File: config.mk
export PLATFORM = sky130hd
export DESIGN_NAME = sprite_bank_first_fit_allocator_top
export DESIGN_NICKNAME = d
export VERILOG_FILES = /design/src/sbff_pkg.sv /design/src/sbff_bank_ram.sv /design/src/sbff_fit.sv /design/src/sprite_bank_first_fit_allocator_top.sv
export SDC_FILE = /design/constraint.sdc
export NUM_CORES = 1
export LEC_CHECK = 0
export BUFFER_PORTS_ARGS = -buffer_cell sky130_fd_sc_hd__buf_2
export CAP_MARGIN = 0
export CELL_PAD_IN_SITES_DETAIL_PLACEMENT = 1
export CELL_PAD_IN_SITES_GLOBAL_PLACEMENT = 1
export CORE_ASPECT_RATIO = 1.2
export CORE_MARGIN = 2
export CORE_UTILIZATION = 34
export CTS_BUF_LIST = sky130_fd_sc_hd__clkbuf_4
export CTS_CLUSTER_SIZE = 10
export DETAILED_ROUTE_END_ITERATION = 16
export PLACE_DENSITY = 0.66
export SKIP_CTS_REPAIR_TIMING = 1
export SLEW_MARGIN = 30
export SYNTH_ARGS = -nofsm -noshare
export SYNTH_HDL_FRONTEND = slang
export SYNTH_HIERARCHICAL = 1
export SYNTH_SLANG_ARGS = --single-unit
File: constraint.sdc
create_clock -name clk -period 19.2 [get_ports clk]
set_input_delay 0.96 -clock clk [delete_from_list [all_inputs] [get_ports clk]]
set_output_delay 0.96 -clock clk [all_outputs]
set_load 0.01 [all_outputs]
File: src/sbff_pkg.sv
// Package for the sprite bank first-fit allocator.
// Holds item structs, status and register codes, and the control state type.
// No dependencies.
package sbff_pkg;

	localparam int HB_W = 9;
	localparam int CB_W = 12;
	localparam int OFS_W = 14;
	localparam int CFG_IDX_W = 2;

	typedef struct packed {
		logic       req_type;
		logic [7:0] info_byte;
	} sbff_in_t;

	typedef struct packed {
		logic [1:0]       status;
		logic [4:0]       bank_index;
		logic [OFS_W-1:0] header_offset;
		logic [HB_W-1:0]  header_bytes;
		logic [CB_W-1:0]  char_bytes;
		logic [6:0]       pointer_high;
		logic [7:0]       rom_bank;
	} sbff_out_t;

	typedef enum logic [1:0] {
		STAT_PLACED     = 2'd0,
		STAT_FULL       = 2'd1,
		STAT_TOO_LARGE  = 2'd2,
		STAT_START_DONE = 2'd3
	} status_t;

	typedef enum logic [CFG_IDX_W-1:0] {
		CFG_BANK0_START = 2'd0,
		CFG_BANK0_RSVD  = 2'd1,
		CFG_FIRST_ROM   = 2'd2
	} cfg_reg_t;

	typedef enum logic [0:0] {
		REQ_START    = 1'b0,
		REQ_ALLOCATE = 1'b1
	} req_t;

	typedef enum logic [1:0] {
		S_IDLE,
		S_SCAN,
		S_RESP
	} state_t;

endpackage

File: src/sbff_bank_ram.sv
// Bank state memory: one entry per bank, header position and character fill.
// One write port, one read port with registered read data. Uses sbff_pkg.
module sbff_bank_ram import sbff_pkg::*; #(
	parameter int DEPTH = 32,
	parameter int AW = 5,
	parameter int DW = 30
) (
	input  logic          clk,
	input  logic          we,
	input  logic [AW-1:0] waddr,
	input  logic [DW-1:0] wdata,
	input  logic          re,
	input  logic [AW-1:0] raddr,
	output logic [DW-1:0] rdata
);

	logic [DW-1:0] mem [DEPTH];

	always_ff @(posedge clk) begin
		if (we) begin
			mem[waddr] <= wdata;
		end
	end

	always_ff @(posedge clk) begin
		if (re) begin
			rdata <= mem[raddr];
		end
	end

endmodule

File: src/sbff_fit.sv
// Fit check for one bank: aligned header end plus both character regions.
// Combinational; uses sbff_pkg for the item field widths.
module sbff_fit import sbff_pkg::*; #(
	parameter int PW = 15,
	parameter int CW = 15,
	parameter int SW = 17,
	parameter int BANK_BYTES = 16384,
	parameter int ALIGN_MASK = 31
) (
	input  logic [PW-1:0]   hpos,
	input  logic [CW-1:0]   cfill,
	input  logic [HB_W-1:0] header_bytes,
	input  logic [CB_W-1:0] char_bytes,
	output logic            fit
);

	logic [SW-1:0] hraw;
	logic [SW-1:0] hend;
	logic [SW-1:0] total;

	always_comb begin
		hraw  = SW'(hpos) + SW'(header_bytes) + SW'(ALIGN_MASK);
		hend  = hraw & ~SW'(ALIGN_MASK);
		total = hend + SW'(cfill) + SW'(char_bytes);
		fit   = (total <= SW'(BANK_BYTES));
	end

endmodule

File: src/sprite_bank_first_fit_allocator_top.sv
// Sprite bank first-fit allocator, top level.
// A start item writes its result straight into the result register; an allocate item
// scans the open banks in order, one open bank checked per cycle through the read port
// of the bank memory. One item in flight; the next is taken the cycle after the result
// has moved to the output register. Reset clears control state and the configuration
// registers; bank memory and the result and output data registers are not cleared.
module sprite_bank_first_fit_allocator_top import sbff_pkg::*; #(
	parameter int BANK_BYTES = 16384,
	parameter int BANK_COUNT = 32,
	parameter int ALIGN_MASK = 31
) (
	input  logic                 clk,
	input  logic                 arst_n,
	input  logic                 in_valid,
	output logic                 in_stall,
	input  sbff_in_t             in_data,
	output logic                 out_valid,
	input  logic                 out_stall,
	output sbff_out_t            out_data,
	input  logic                 cfg_valid,
	output logic                 cfg_ready,
	input  logic [CFG_IDX_W-1:0] cfg_index,
	input  logic [OFS_W-1:0]     cfg_data
);

	localparam int CW = $clog2(BANK_BYTES + 1);
	localparam int PW = (CW > 15) ? CW : 15;
	localparam int SW = PW + 2;
	localparam int AW = (BANK_COUNT > 1) ? $clog2(BANK_COUNT) : 1;
	localparam int OW = $clog2(BANK_COUNT + 1);
	localparam int JW = (AW > 8) ? AW : 8;
	localparam int DW = PW + CW;

	state_t state_q, state_d;

	logic [OFS_W-1:0] start_ofs_q;
	logic [OFS_W-1:0] rsvd_q;
	logic [7:0]       first_rom_q;

	logic [OW-1:0]   banks_open_q;
	logic [OW-1:0]   rd_idx_q;
	logic [HB_W-1:0] hbytes_q;
	logic [CB_W-1:0] cbytes_q;
	logic            chk_vld_s1;
	logic [AW-1:0]   chk_idx_s1;
	sbff_out_t       res_q;
	sbff_out_t       out_data_q;
	logic            out_valid_q;

	logic [6:0]      pieces;
	logic [HB_W-1:0] hbytes_in;
	logic [CB_W-1:0] cbytes_in;

	logic          out_free;
	logic          rd_avail;
	logic          bank_fit;
	logic          empty_fit;
	logic          found;
	logic          exhaust;
	logic          table_full;
	logic          new_ok;
	logic          start_acc;
	logic          alloc_acc;
	logic          rd_en;
	logic          ram_we;
	logic [AW-1:0] ram_waddr;
	logic [DW-1:0] ram_wdata;
	logic [DW-1:0] ram_rdata;
	logic [PW-1:0] rd_hpos;
	logic [CW-1:0] rd_cfill;
	logic [PW-1:0] sel_hpos;
	logic [CW-1:0] sel_cfill;
	logic [AW-1:0] sel_j;
	logic [JW-1:0] j_ext;
	logic [PW-1:0] start_hpos;
	sbff_out_t     place_res;
	sbff_out_t     stat_res;

	assign cfg_ready = 1'b1;
	assign out_valid = out_valid_q;
	assign out_data  = out_data_q;

	assign pieces    = in_data.info_byte[7:1];
	assign hbytes_in = {pieces, 2'b10};
	assign cbytes_in = in_data.info_byte[0] ? {pieces, 5'b0} : {1'b0, pieces, 4'b0};

	assign rd_hpos    = ram_rdata[DW-1:CW];
	assign rd_cfill   = ram_rdata[CW-1:0];
	assign start_hpos = PW'(start_ofs_q) + PW'(rsvd_q);

	sbff_bank_ram #(
		.DEPTH(BANK_COUNT),
		.AW   (AW),
		.DW   (DW)
	) u_ram (
		.clk  (clk),
		.we   (ram_we),
		.waddr(ram_waddr),
		.wdata(ram_wdata),
		.re   (rd_en),
		.raddr(rd_idx_q[AW-1:0]),
		.rdata(ram_rdata)
	);

	sbff_fit #(
		.PW(PW), .CW(CW), .SW(SW), .BANK_BYTES(BANK_BYTES), .ALIGN_MASK(ALIGN_MASK)
	) u_fit_bank (
		.hpos        (rd_hpos),
		.cfill       (rd_cfill),
		.header_bytes(hbytes_q),
		.char_bytes  (cbytes_q),
		.fit         (bank_fit)
	);

	sbff_fit #(
		.PW(PW), .CW(CW), .SW(SW), .BANK_BYTES(BANK_BYTES), .ALIGN_MASK(ALIGN_MASK)
	) u_fit_empty (
		.hpos        ('0),
		.cfill       ('0),
		.header_bytes(hbytes_q),
		.char_bytes  (cbytes_q),
		.fit         (empty_fit)
	);

	always_comb begin
		out_free   = !out_valid_q || !out_stall;
		rd_avail   = (rd_idx_q < banks_open_q);
		found      = (state_q == S_SCAN) && chk_vld_s1 && bank_fit;
		exhaust    = (state_q == S_SCAN) && !chk_vld_s1 && !rd_avail;
		table_full = (banks_open_q == OW'(BANK_COUNT));
		new_ok     = exhaust && !table_full && empty_fit;
	end

	always_comb begin
		state_d = state_q;
		case (state_q)
			S_IDLE: begin
				if (in_valid) begin
					state_d = (in_data.req_type == REQ_START) ? S_RESP : S_SCAN;
				end
			end
			S_SCAN: begin
				if (found || exhaust) begin
					state_d = S_RESP;
				end
			end
			S_RESP: begin
				if (out_free) begin
					state_d = S_IDLE;
				end
			end
			default: state_d = S_IDLE;
		endcase
	end

	always_comb begin
		in_stall  = (state_q != S_IDLE);
		start_acc = (state_q == S_IDLE) && in_valid && (in_data.req_type == REQ_START);
		alloc_acc = (state_q == S_IDLE) && in_valid && (in_data.req_type == REQ_ALLOCATE);
		rd_en     = (state_q == S_SCAN) && !found && rd_avail;
		ram_we    = start_acc || found || new_ok;

		sel_hpos  = found ? rd_hpos : '0;
		sel_cfill = found ? rd_cfill : '0;
		sel_j     = found ? chk_idx_s1 : banks_open_q[AW-1:0];
		j_ext     = JW'(sel_j);

		if (start_acc) begin
			ram_waddr = '0;
			ram_wdata = {start_hpos, CW'(0)};
		end else begin
			ram_waddr = sel_j;
			ram_wdata = {PW'(sel_hpos + PW'(hbytes_q)), CW'(sel_cfill + CW'(cbytes_q))};
		end

		place_res               = '0;
		place_res.status        = STAT_PLACED;
		place_res.bank_index    = j_ext[4:0];
		place_res.header_offset = sel_hpos[OFS_W-1:0];
		place_res.header_bytes  = hbytes_q;
		place_res.char_bytes    = cbytes_q;
		place_res.pointer_high  = {1'b1, sel_hpos[13:8]};
		place_res.rom_bank      = j_ext[7:0] + first_rom_q;

		stat_res        = '0;
		stat_res.status = start_acc ? STAT_START_DONE :
			(table_full ? STAT_FULL : STAT_TOO_LARGE);
	end

	always_ff @(posedge clk or negedge arst_n) begin
		if (!arst_n) begin
			start_ofs_q <= '0;
			rsvd_q      <= '0;
			first_rom_q <= '0;
		end else if (cfg_valid && cfg_ready) begin
			case (cfg_index)
				CFG_BANK0_START: start_ofs_q <= cfg_data;
				CFG_BANK0_RSVD:  rsvd_q      <= cfg_data;
				CFG_FIRST_ROM:   first_rom_q <= cfg_data[7:0];
				default: ;
			endcase
		end
	end

	always_ff @(posedge clk or negedge arst_n) begin
		if (!arst_n) begin
			state_q      <= S_IDLE;
			banks_open_q <= '0;
			rd_idx_q     <= '0;
			chk_vld_s1   <= 1'b0;
			out_valid_q  <= 1'b0;
		end else begin
			state_q    <= state_d;
			chk_vld_s1 <= rd_en;
			if (start_acc) begin
				banks_open_q <= OW'(1);
			end else if (new_ok) begin
				banks_open_q <= banks_open_q + OW'(1);
			end
			if (state_q == S_IDLE) begin
				rd_idx_q <= '0;
			end else if (rd_en) begin
				rd_idx_q <= rd_idx_q + OW'(1);
			end
			if (state_q == S_RESP && out_free) begin
				out_valid_q <= 1'b1;
			end else if (!out_stall) begin
				out_valid_q <= 1'b0;
			end
		end
	end

	always_ff @(posedge clk) begin
		chk_idx_s1 <= rd_idx_q[AW-1:0];
		if (alloc_acc) begin
			hbytes_q <= hbytes_in;
			cbytes_q <= cbytes_in;
		end
		if (found || new_ok) begin
			res_q <= place_res;
		end else if (start_acc || exhaust) begin
			res_q <= stat_res;
		end
		if (state_q == S_RESP && out_free) begin
			out_data_q <= res_q;
		end
	end

	a_no_rw_overlap: assert property (@(posedge clk) disable iff (!arst_n)
		!(ram_we && rd_en))
		else $error("bank memory written during scan read");

	a_open_bound: assert property (@(posedge clk) disable iff (!arst_n)
		banks_open_q <= OW'(BANK_COUNT))
		else $error("open bank count beyond table size");

	a_chk_open: assert property (@(posedge clk) disable iff (!arst_n)
		chk_vld_s1 |-> (OW'(chk_idx_s1) < banks_open_q))
		else $error("checked bank is not open");

	a_resp_out: assert property (@(posedge clk) disable iff (!arst_n)
		(state_q == S_RESP && out_free) |=> (out_valid_q && state_q == S_IDLE))
		else $error("result not moved to output register");

endmodule

==> results summary, run 1 <==
TritonCTS built the clock tree. The final number of max-transition violations came out at 0. The count of maximum capacitance violations is 0.

The clock slew at the register clock pins of the worst setup and hold paths came out at 60 ps. Dividing total power by cell area gives a power density of 126 mW/mm^2. The number of placed I/O pins came out at 90.

Counting stages on the worst path, the most repeated cell is inv_1. The effective utilization at floorplan is between 30% and 40%. After synthesis, the largest family of logic cells by area is multiplexers. The end-of-flow core utilization is 39.4%. The setup slack on the worst flop-to-flop path came out at 10430 ps. The wire length per cell after detailed routing came out at 23.6 um. The total clock buffers created by CTS is 304. The number of distinct library cells after synthesis is 79. Between clock sinks in the finished design, the worst skew comes to approximately 110 ps.

Counting along the longest clock path gives a buffer depth of 4. The number of input and output port buffers inserted came out at 83. The tree is rooted in a clkbuf_4. The count of yosys warnings during synthesis is 6. The total detailed-routing wirelength came out at 135000 um. STA puts the critical path data required time at 20000 ps. In the synthesized netlist the dominant register cell turns out to be edfxtp_1.

In this run the critical register-to-register path is launched from hbytes_q[2]. Data arrives at the worst endpoint at 9580 ps. The placed wire-length estimate after detailed placement came out at 84700 um. The largest fanout on the critical path came out at 18. The maximum level of the CTS H-tree came out at 5. The tightest slew margin relative to the limit came out at 31.3%. The cell area after technology mapping came out at 0.0497 mm^2. Before antenna repair, the detailed router went through 5 iterations. The post-synthesis xor/xnor area fraction came out at 1.18%. The transition time at the pin with the least slew margin came out at 1030 ps. The run finished with clean final reports. The portion of synthesized area spent on multiplexers is 10.8%. The final count of negative-setup-slack endpoints is 0. The congestion estimate from routability-driven global placement came to 0.807. The post-synthesis sequential element count came out at 1154. After routing, the total negative slack on setup checks comes to 0 ps. The final-stage net count is 3772.

The area fraction in compound gates after synthesis came out at 6.97%. For hold timing, the worst endpoint is cbytes_q[4]. The full die area is ~0.15 mm^2. Setup repair after global routing left no endpoint under its margin. The initial antenna violation count is 6. The via count of the first global-routing pass is ~31000. The delay of the slowest cell on the worst path is 820 ps. The first global-routing pass estimated 200000 um of wire.

The pin count of the biggest net entering global routing came out at 104. The largest voltage drop on the vdd net came out at slightly above 80 uV. Of the cells placed in the final design, the portion with a size suffix greater than 1 is 20.0%. The number of nets with antenna violations after detailed routing is 0. The worst min-delay path class is input port to flip-flop. The count of final hold-check violations came out at 0. The global router's overall resource usage is 17.9%. The number of cells produced by synthesis is 3200. From synthesis to final layout, the design area changed by 15.0%. The startpoint kind of the worst setup timing path is a flip-flop.

The floorplan row count came out at 153. The synthesized design contains 1094 enable-type register cells. The via count of the routed design is 29510. Static timing analysis puts the maximum clock frequency at 0.114 GHz. The critical register-to-register path endpoint is u_ram/mem[17][29]. The TritonCTS sink count came out at between 1000 and 1500. The post-synthesis sequential area ratio is 69.0%.

The vertical die dimension came out at 423 um. The count of cells along the worst hold path is 2. The adder-cell share of the synthesized area is 3.83%.

The leakage power of the design came out at 0.0193 uW. The share of the clock period used by the worst path came out at 45.7%. The total congestion overflow came out at 0. Counting cells, the worst reg-to-reg path comes to 27. The core region is 0.145 mm^2.

The worst setup path is captured at a flip-flop. Subtracting the final worst setup slack from the clock period gives roughly 9000 ps. In this run the most critical hold path is launched from in_data[0].

The kind of critical path is flip-flop to flip-flop. At the later pin of the worst-skew pair, clock insertion delay measures 1250 ps. The average size of a mapped cell came out at 15.5 um^2. Summing the areas of all and, or, nand and nor instances in the mapped netlist gives 5.28% of the synthesized area. Of all flip-flops after synthesis, the portion carrying an async set or reset was 4.51%. The largest individual stage delay along the critical path comes from the cell nand4b_1. The detailed-route vias per instance came out at just over 5. The number of DRC violations after detailed routing came out at 0. The DRC marker count from the first detailed-route iteration came out at around 2000.

The width of the die came out at ~350 um.
-- kinds of logic after synthesis --
family / count (synthesis)
AOI/OAI and AO/OA: 494
xor gates and xnor gates: 67
adders and majority gates: 140
buffers and inverters: 276
DFF: 1154
muxes: 529
other: 2
and+or+nand+nor: 538
-- power by group --
group          internal (uW)  switching, uW
logic                    778           1250
clock network           1060            998
registers               3020           90.5
-- layer usage --
metal	wire, um	share of wire, %	global-route usage [%]
met1	54600	40	21.4
met2	70300	52	32.2
met3	7080	5.2	3.34
met4	3450	2.5	5.97
met5	0	0	0
-- area by class of cell --
type	instances	area, um^2
Tap cell	1937	2420
Fill cell	14931	88000
Timing Repair Buffer	197	1800
Inverter	121	454
Clock inverter	87	472
Multi-Input combinational cell	1824	14500
Clock buffer	414	3110
Sequential cell	1154	34300
Antenna cell	11	27.5
-- registers in the layout, indices dropped and copies added (netlist names) --
register	flops
hbytes_q	7
cbytes_q	8
u_ram/mem	960
chk_vld_s1	1
start_ofs_q	14
banks_open_q	6
chk_idx_s1	5
first_rom_q	8
rsvd_q	14
u_ram/rdata	30
out_data	46
out_valid	1
state_q	2
res_q	46
rd_idx_q	6
-- how the worst max path moves through the flow --
stage                   endpoint         from
2_1_floorplan   u_ram/mem[0][21]  hbytes_q[2]
3_3_place_gp    u_ram/mem[10][1]  hbytes_q[2]
3_5_place_dp   u_ram/mem[17][24]  hbytes_q[2]
4_1_cts        u_ram/mem[17][29]  hbytes_q[2]
5_1_grt        u_ram/mem[17][29]  hbytes_q[2]
6_report       u_ram/mem[17][29]  hbytes_q[2]
-- per-stage QoR --
stage / worst slack (ps) / power, uW / area (um^2) / hold WS, ps / instances
2_1_floorplan: 11340 / 4630 / 49900 / 400 / 3254
3_3_place_gp: 10460 / 5140 / 52700 / 401 / 5187
3_5_place_dp: 10430 / 5170 / 53200 / 405 / 5205
4_1_cts: 10340 / 7250 / 56800 / -258 / 5706
5_1_grt: 9920 / 7560 / 57100 / 117 / 5744
6_report: 10430 / 7190 / 57100 / 204 / 5745
-- cells in the final DEF, fill, tap and decap left out, drive strengths merged, types with 20 or more instances in the layout --
| master | instances |
|---|---|
| a21o | 31 |
| fa | 20 |
| conb | 56 |
| a22o | 63 |
| nor3 | 49 |
| dlygate4sd3 | 23 |
| inv | 124 |
| buf | 172 |
| dfrtp | 52 |
| clkbuf | 416 |
| o21ai | 36 |
| ha | 120 |
| xor2 | 33 |
| a31oi | 35 |
| clkinv | 78 |
| edfxtp | 1094 |
| a22oi | 92 |
| nand3 | 118 |
| nor2 | 98 |
| a21oi | 163 |
| nand2 | 137 |
| xnor2 | 34 |
| mux2 | 41 |
| and2 | 50 |
| mux2i | 488 |
-- synthesized netlist by cell type, types with 7 or more instances --
library cell / n / share of area (%)
a211oi_1: 8 / 0.12
a21o_1: 31 / 0.47
a21oi_1: 156 / 1.6
a22o_1: 63 / 1.1
a22oi_1: 90 / 1.4
a31oi_1: 34 / 0.43
and2_1: 50 / 0.63
and3_1: 11 / 0.14
buf_1: 11 / 0.083
buf_2: 36 / 0.36
buf_4: 31 / 0.47
buf_6: 30 / 0.68
clkbuf_1: 44 / 0.33
dfrtp_1: 52 / 2.6
dfxtp_1: 8 / 0.32
edfxtp_1: 1094 / 66
fa_1: 20 / 0.81
ha_1: 120 / 3.0
inv_1: 119 / 0.90
mux2_2: 41 / 0.93
mux2i_1: 488 / 9.8
nand2_1: 137 / 1.0
nand2b_1: 10 / 0.13
nand3_1: 118 / 1.2
nand3b_1: 7 / 0.11
nand4_1: 10 / 0.13
nor2_1: 97 / 0.73
nor2b_1: 8 / 0.10
nor3_1: 49 / 0.49
o211ai_1: 11 / 0.17
o21a_1: 9 / 0.14
o21ai_0: 28 / 0.28
or2_2: 10 / 0.13
xnor2_1: 34 / 0.60
xor2_1: 33 / 0.58
-- worst max-delay path, delay by kind of cell, from the launching register on --
family                     cells  cell delay, ps
xor gates and xnor gates       2             340
and+or+nand+nor                9            3420
AOI/OAI and AO/OA              6            1510
adders and majority gates      4            1140
DFF                            1             460
buffers and inverters          5             850
muxes                          1             570
No activity file was read; power rests on OpenSTA's default activity.
==> inputs of run 2 (changes only) <==
--- a/config.mk
+++ b/config.mk
@@ -5,6 +5,7 @@
 export SDC_FILE = /design/constraint.sdc
 export NUM_CORES = 1
 export LEC_CHECK = 0
+export ABC_AREA = 1
 export BUFFER_PORTS_ARGS = -buffer_cell sky130_fd_sc_hd__buf_2
 export CAP_MARGIN = 0
 export CELL_PAD_IN_SITES_DETAIL_PLACEMENT = 1
@@ -15,7 +16,7 @@
 export CTS_BUF_LIST = sky130_fd_sc_hd__clkbuf_4
 export CTS_CLUSTER_SIZE = 10
 export DETAILED_ROUTE_END_ITERATION = 16
-export PLACE_DENSITY = 0.66
+export PLACE_DENSITY = 0.68
 export SKIP_CTS_REPAIR_TIMING = 1
 export SLEW_MARGIN = 30
 export SYNTH_ARGS = -nofsm -noshare
==> constraint.sdc (replaced) <==
create_clock -name clk -period 9 [get_ports clk]
set_input_delay 0.45 -clock clk [delete_from_list [all_inputs] [get_ports clk]]
set_output_delay 0.45 -clock clk [all_outputs]
set_load 0.01 [all_outputs]
==> results summary, run 2 <==
The library cell used most frequently in the layout, excluding fill and tap cells, is nand2_1. The power density relative to cell area is 265 mW/mm^2. The startpoint identified for the worst register-to-register timing path is hbytes_q[5]. The total negative slack came out at 0 ps.

Setup repair after global routing left no endpoint under its margin. The setup slack on the worst flop-to-flop path is 1100 ps. The final number of max-transition violations came out at 0. For this run, the leading register cell type out of synthesis is edfxtp_1.

During synthesis, Yosys emitted a total of 6 warnings. The fraction of final layout cells with drive strength greater than 1 is 12.9%. The area share of the largest cell type after synthesis came out at between 60% and 70%. The total cell area at the placement stage is 0.0547 mm^2. The tightest min-delay check is of the input port to flip-flop type. Relative to the synthesized area, the layout overhead comes to 13.0%. The post-synthesis sequential element count came out at 1154. Total power for the finished layout comes to 15500 uW. The count of maximum capacitance violations came out at 0. Summing over every cut layer, the via total after detailed routing is 37265. The width of the die came out at 360 um. The worst hold path terminates at first_rom_q[0]. The leakage power of the design came out at ~0.024 uW. The DRC marker count from the first detailed-route iteration is 2461.

The count of cells along the worst hold path came out at 5. The flow ran to the end, but the final reports show violations. The final-stage net count is 5359.

The delay of the slowest cell on the worst path is 710 ps. The number of placed I/O pins came out at 90. Input and output buffers added on the ports amount to 83.

The core region is 0.151 mm^2. The synthesized design spends more area on one cell type than any other, namely edfxtp_1. Final hold analysis gives a worst-case slack of -7.44 ps.

Counting flops with an async set or reset pin after synthesis yields a share of 4.51%. The full die area came out at 0.155 mm^2. The worst hold path begins at cfg_index[0]. After routing the design area is 0.0585 mm^2. The vertical die dimension is 432 um. The master of the slowest instance on the critical path is clkinv_1. The first-pass iteration count of the detailed router came out at 5. In this run the cell area of the synthesized design comes to 0.0518 mm^2. The number of distinct library cells after synthesis is 46.

The initialized floorplan defines roughly 160 standard-cell rows. Among all cell types in the netlist, the one instantiated most often is nand2_1. The final critical path takes up between 80% and 90% of the cycle.

By area the synthesized netlist is led by edfxtp_1, nand2_1, nand3_1, ha_1, dfrtp_1. Static timing analysis puts the maximum clock frequency at about 0.13 GHz. By count the netlist is led by nand2_1, edfxtp_1, nand3_1.

The worst setup path is captured at a flip-flop. The initial antenna violation count is 5. The first-pass GRT wire length came out at 234000 um. Grouping stages by cell kind, the critical path spends the most delay in adder cells. At the pin with the least slew margin, the transition time is around 1100 ps. The final count of negative-setup-slack endpoints came out at 0. The total overflow left after global routing is 0.

The tree is rooted in a clkbuf_4. TritonCTS built the clock tree. The clock slew at the register clock pins of the worst setup and hold paths is 70 ps. The number of cells produced by synthesis came out at 4871. STA classifies the critical path startpoint as a flip-flop. More flip-flops sit in one register than any other, and that register is u_ram/mem. The critical path is of the flip-flop to flip-flop type. The filler cell count came out at approximately 17000.

The worst path in the final design needs a cycle of between 7000 and 8000 ps, including I/O delays and setup. The total clock buffers created by CTS is 301. Timing analysis after detailed placement gives a worst setup slack of ~1100 ps. The checks that failed: negative hold slack. The number of flops mapped to enable cells by yosys is between 1000 and 1500. The effective utilization at floorplan came out at 34.3%.

At the worst endpoint, the required time is 9650 ps. The number of buffer and inverter instances along the worst setup path came out at 6. The detailed-route vias per instance is ~5.1. Once detail routing completed, the nets flagged for antenna violations numbered 0.

The clock network latency to the later pin of the worst-skew pair is 1260 ps. The critical register-to-register path endpoint is u_ram/mem[16][14]. The maximum level of the CTS H-tree is 5.

The global router's overall resource usage came out at 19.6%. The count of final hold-check violations is 2. The share of the Yosys chip area taken by registers is around 66%.

Entering global routing, the biggest net connects 188 pins. Dividing the detail-routed wire length by the instance count gives approximately 21 um. The total detailed-routing wirelength came out at 153000 um. CTS saw 1154 sinks.

The average size of a mapped cell came out at 10.6 um^2. The register with the most flip-flops in the layout has 960 of them. The tightest slew margin relative to the limit came out at about a quarter. The largest voltage drop on the vdd net is 193 uV. The library cells used most frequently in the layout, excluding fill and tap cells, are nand2_1, edfxtp_1, nand3_1. Among the stages of the critical path, the cell type that occurs most often is nand2_1. The number of cells on the worst reg-to-reg path is 34. The largest fanout on the critical path came out at 32. Summed over all nets, the half-perimeter wirelength after detailed placement is 90200 um. In this run the deepest clock path goes through 4 buffers. The via count of the first global-routing pass was between 30000 and 40000. STA puts the critical path data arrival time at 8550 ps. The number of DRC violations after detailed routing is 0.

The final setup skew came out at roughly 90 ps. At the end of routability-driven placement, the weighted congestion stood at 0.823. The post-layout worst setup margin is 1100 ps.
[run 2: metal layers]
metal	track usage, %	wire length [um]	vias up
met2	35.2	78600	1071
met1	23.6	62600	18654
met5	0	0	-
met3	3.11	7450	285
li1	-	-	17255
met4	6.94	3970	0
[run 2: kinds of logic after synthesis]
logic type,share of synthesized area (%)
fa+ha+maj,3.67
simple gates,22.9
other cells,0.0145
compound gates,1.83
buf+inv,4.68
xor+xnor,0.626
mux,0.0217
flops,66.3
[run 2: where the power goes]
| part | switching, uW | internal (uW) |
|---|---|---|
| sequential | 198 | 6530 |
| combinational | 3230 | 1310 |
| clock | 2120 | 2160 |
[run 2: stage by stage]
step	instances	hold WS, ps	utilization, %
2_1_floorplan	4922	154	-
3_3_place_gp	6820	402	36.2
3_5_place_dp	6823	406	36.3
4_1_cts	7290	-765	38.5
5_1_grt	7330	-3.57	38.8
6_report	7331	-7.44	38.8
[run 2: area by class of cell]
cell class                 count  area, um^2  share of cell area [%]
multi-input combinational   3219       15600                    26.7
tap                         1975        2470                    4.22
antenna                        3        7.51                  0.0128
inverter                     311        1180                    2.02
clock inverter                51         250                   0.427
timing repair buffer         202        1560                    2.66
sequential                  1154       34300                    58.6
clock buffer                 416        3120                    5.33
[run 2: how the worst max path moves through the flow]
stage                startpoint           endpoint  slack, ps  cells after the start
floorplan           hbytes_q[5]   u_ram/mem[0][12]       2680                     36
global placement    hbytes_q[5]   u_ram/mem[15][3]       1330                     31
detailed placement  hbytes_q[5]   u_ram/mem[15][6]       1080                     31
CTS                 hbytes_q[5]   u_ram/mem[15][5]       1120                     31
global route        hbytes_q[5]  u_ram/mem[16][14]        260                     36
finish              hbytes_q[5]  u_ram/mem[16][14]       1100                     34
[run 2: worst register-to-register path, delay by kind of cell (launching register included)]
kind | cells | cell delay (ps)
DFF | 1 | 450
buffers and inverters | 6 | 1340
adders and majority gates | 6 | 1940
AOI/OAI and AO/OA | 6 | 1430
xor gates and xnor gates | 2 | 550
and+or+nand+nor | 14 | 1630
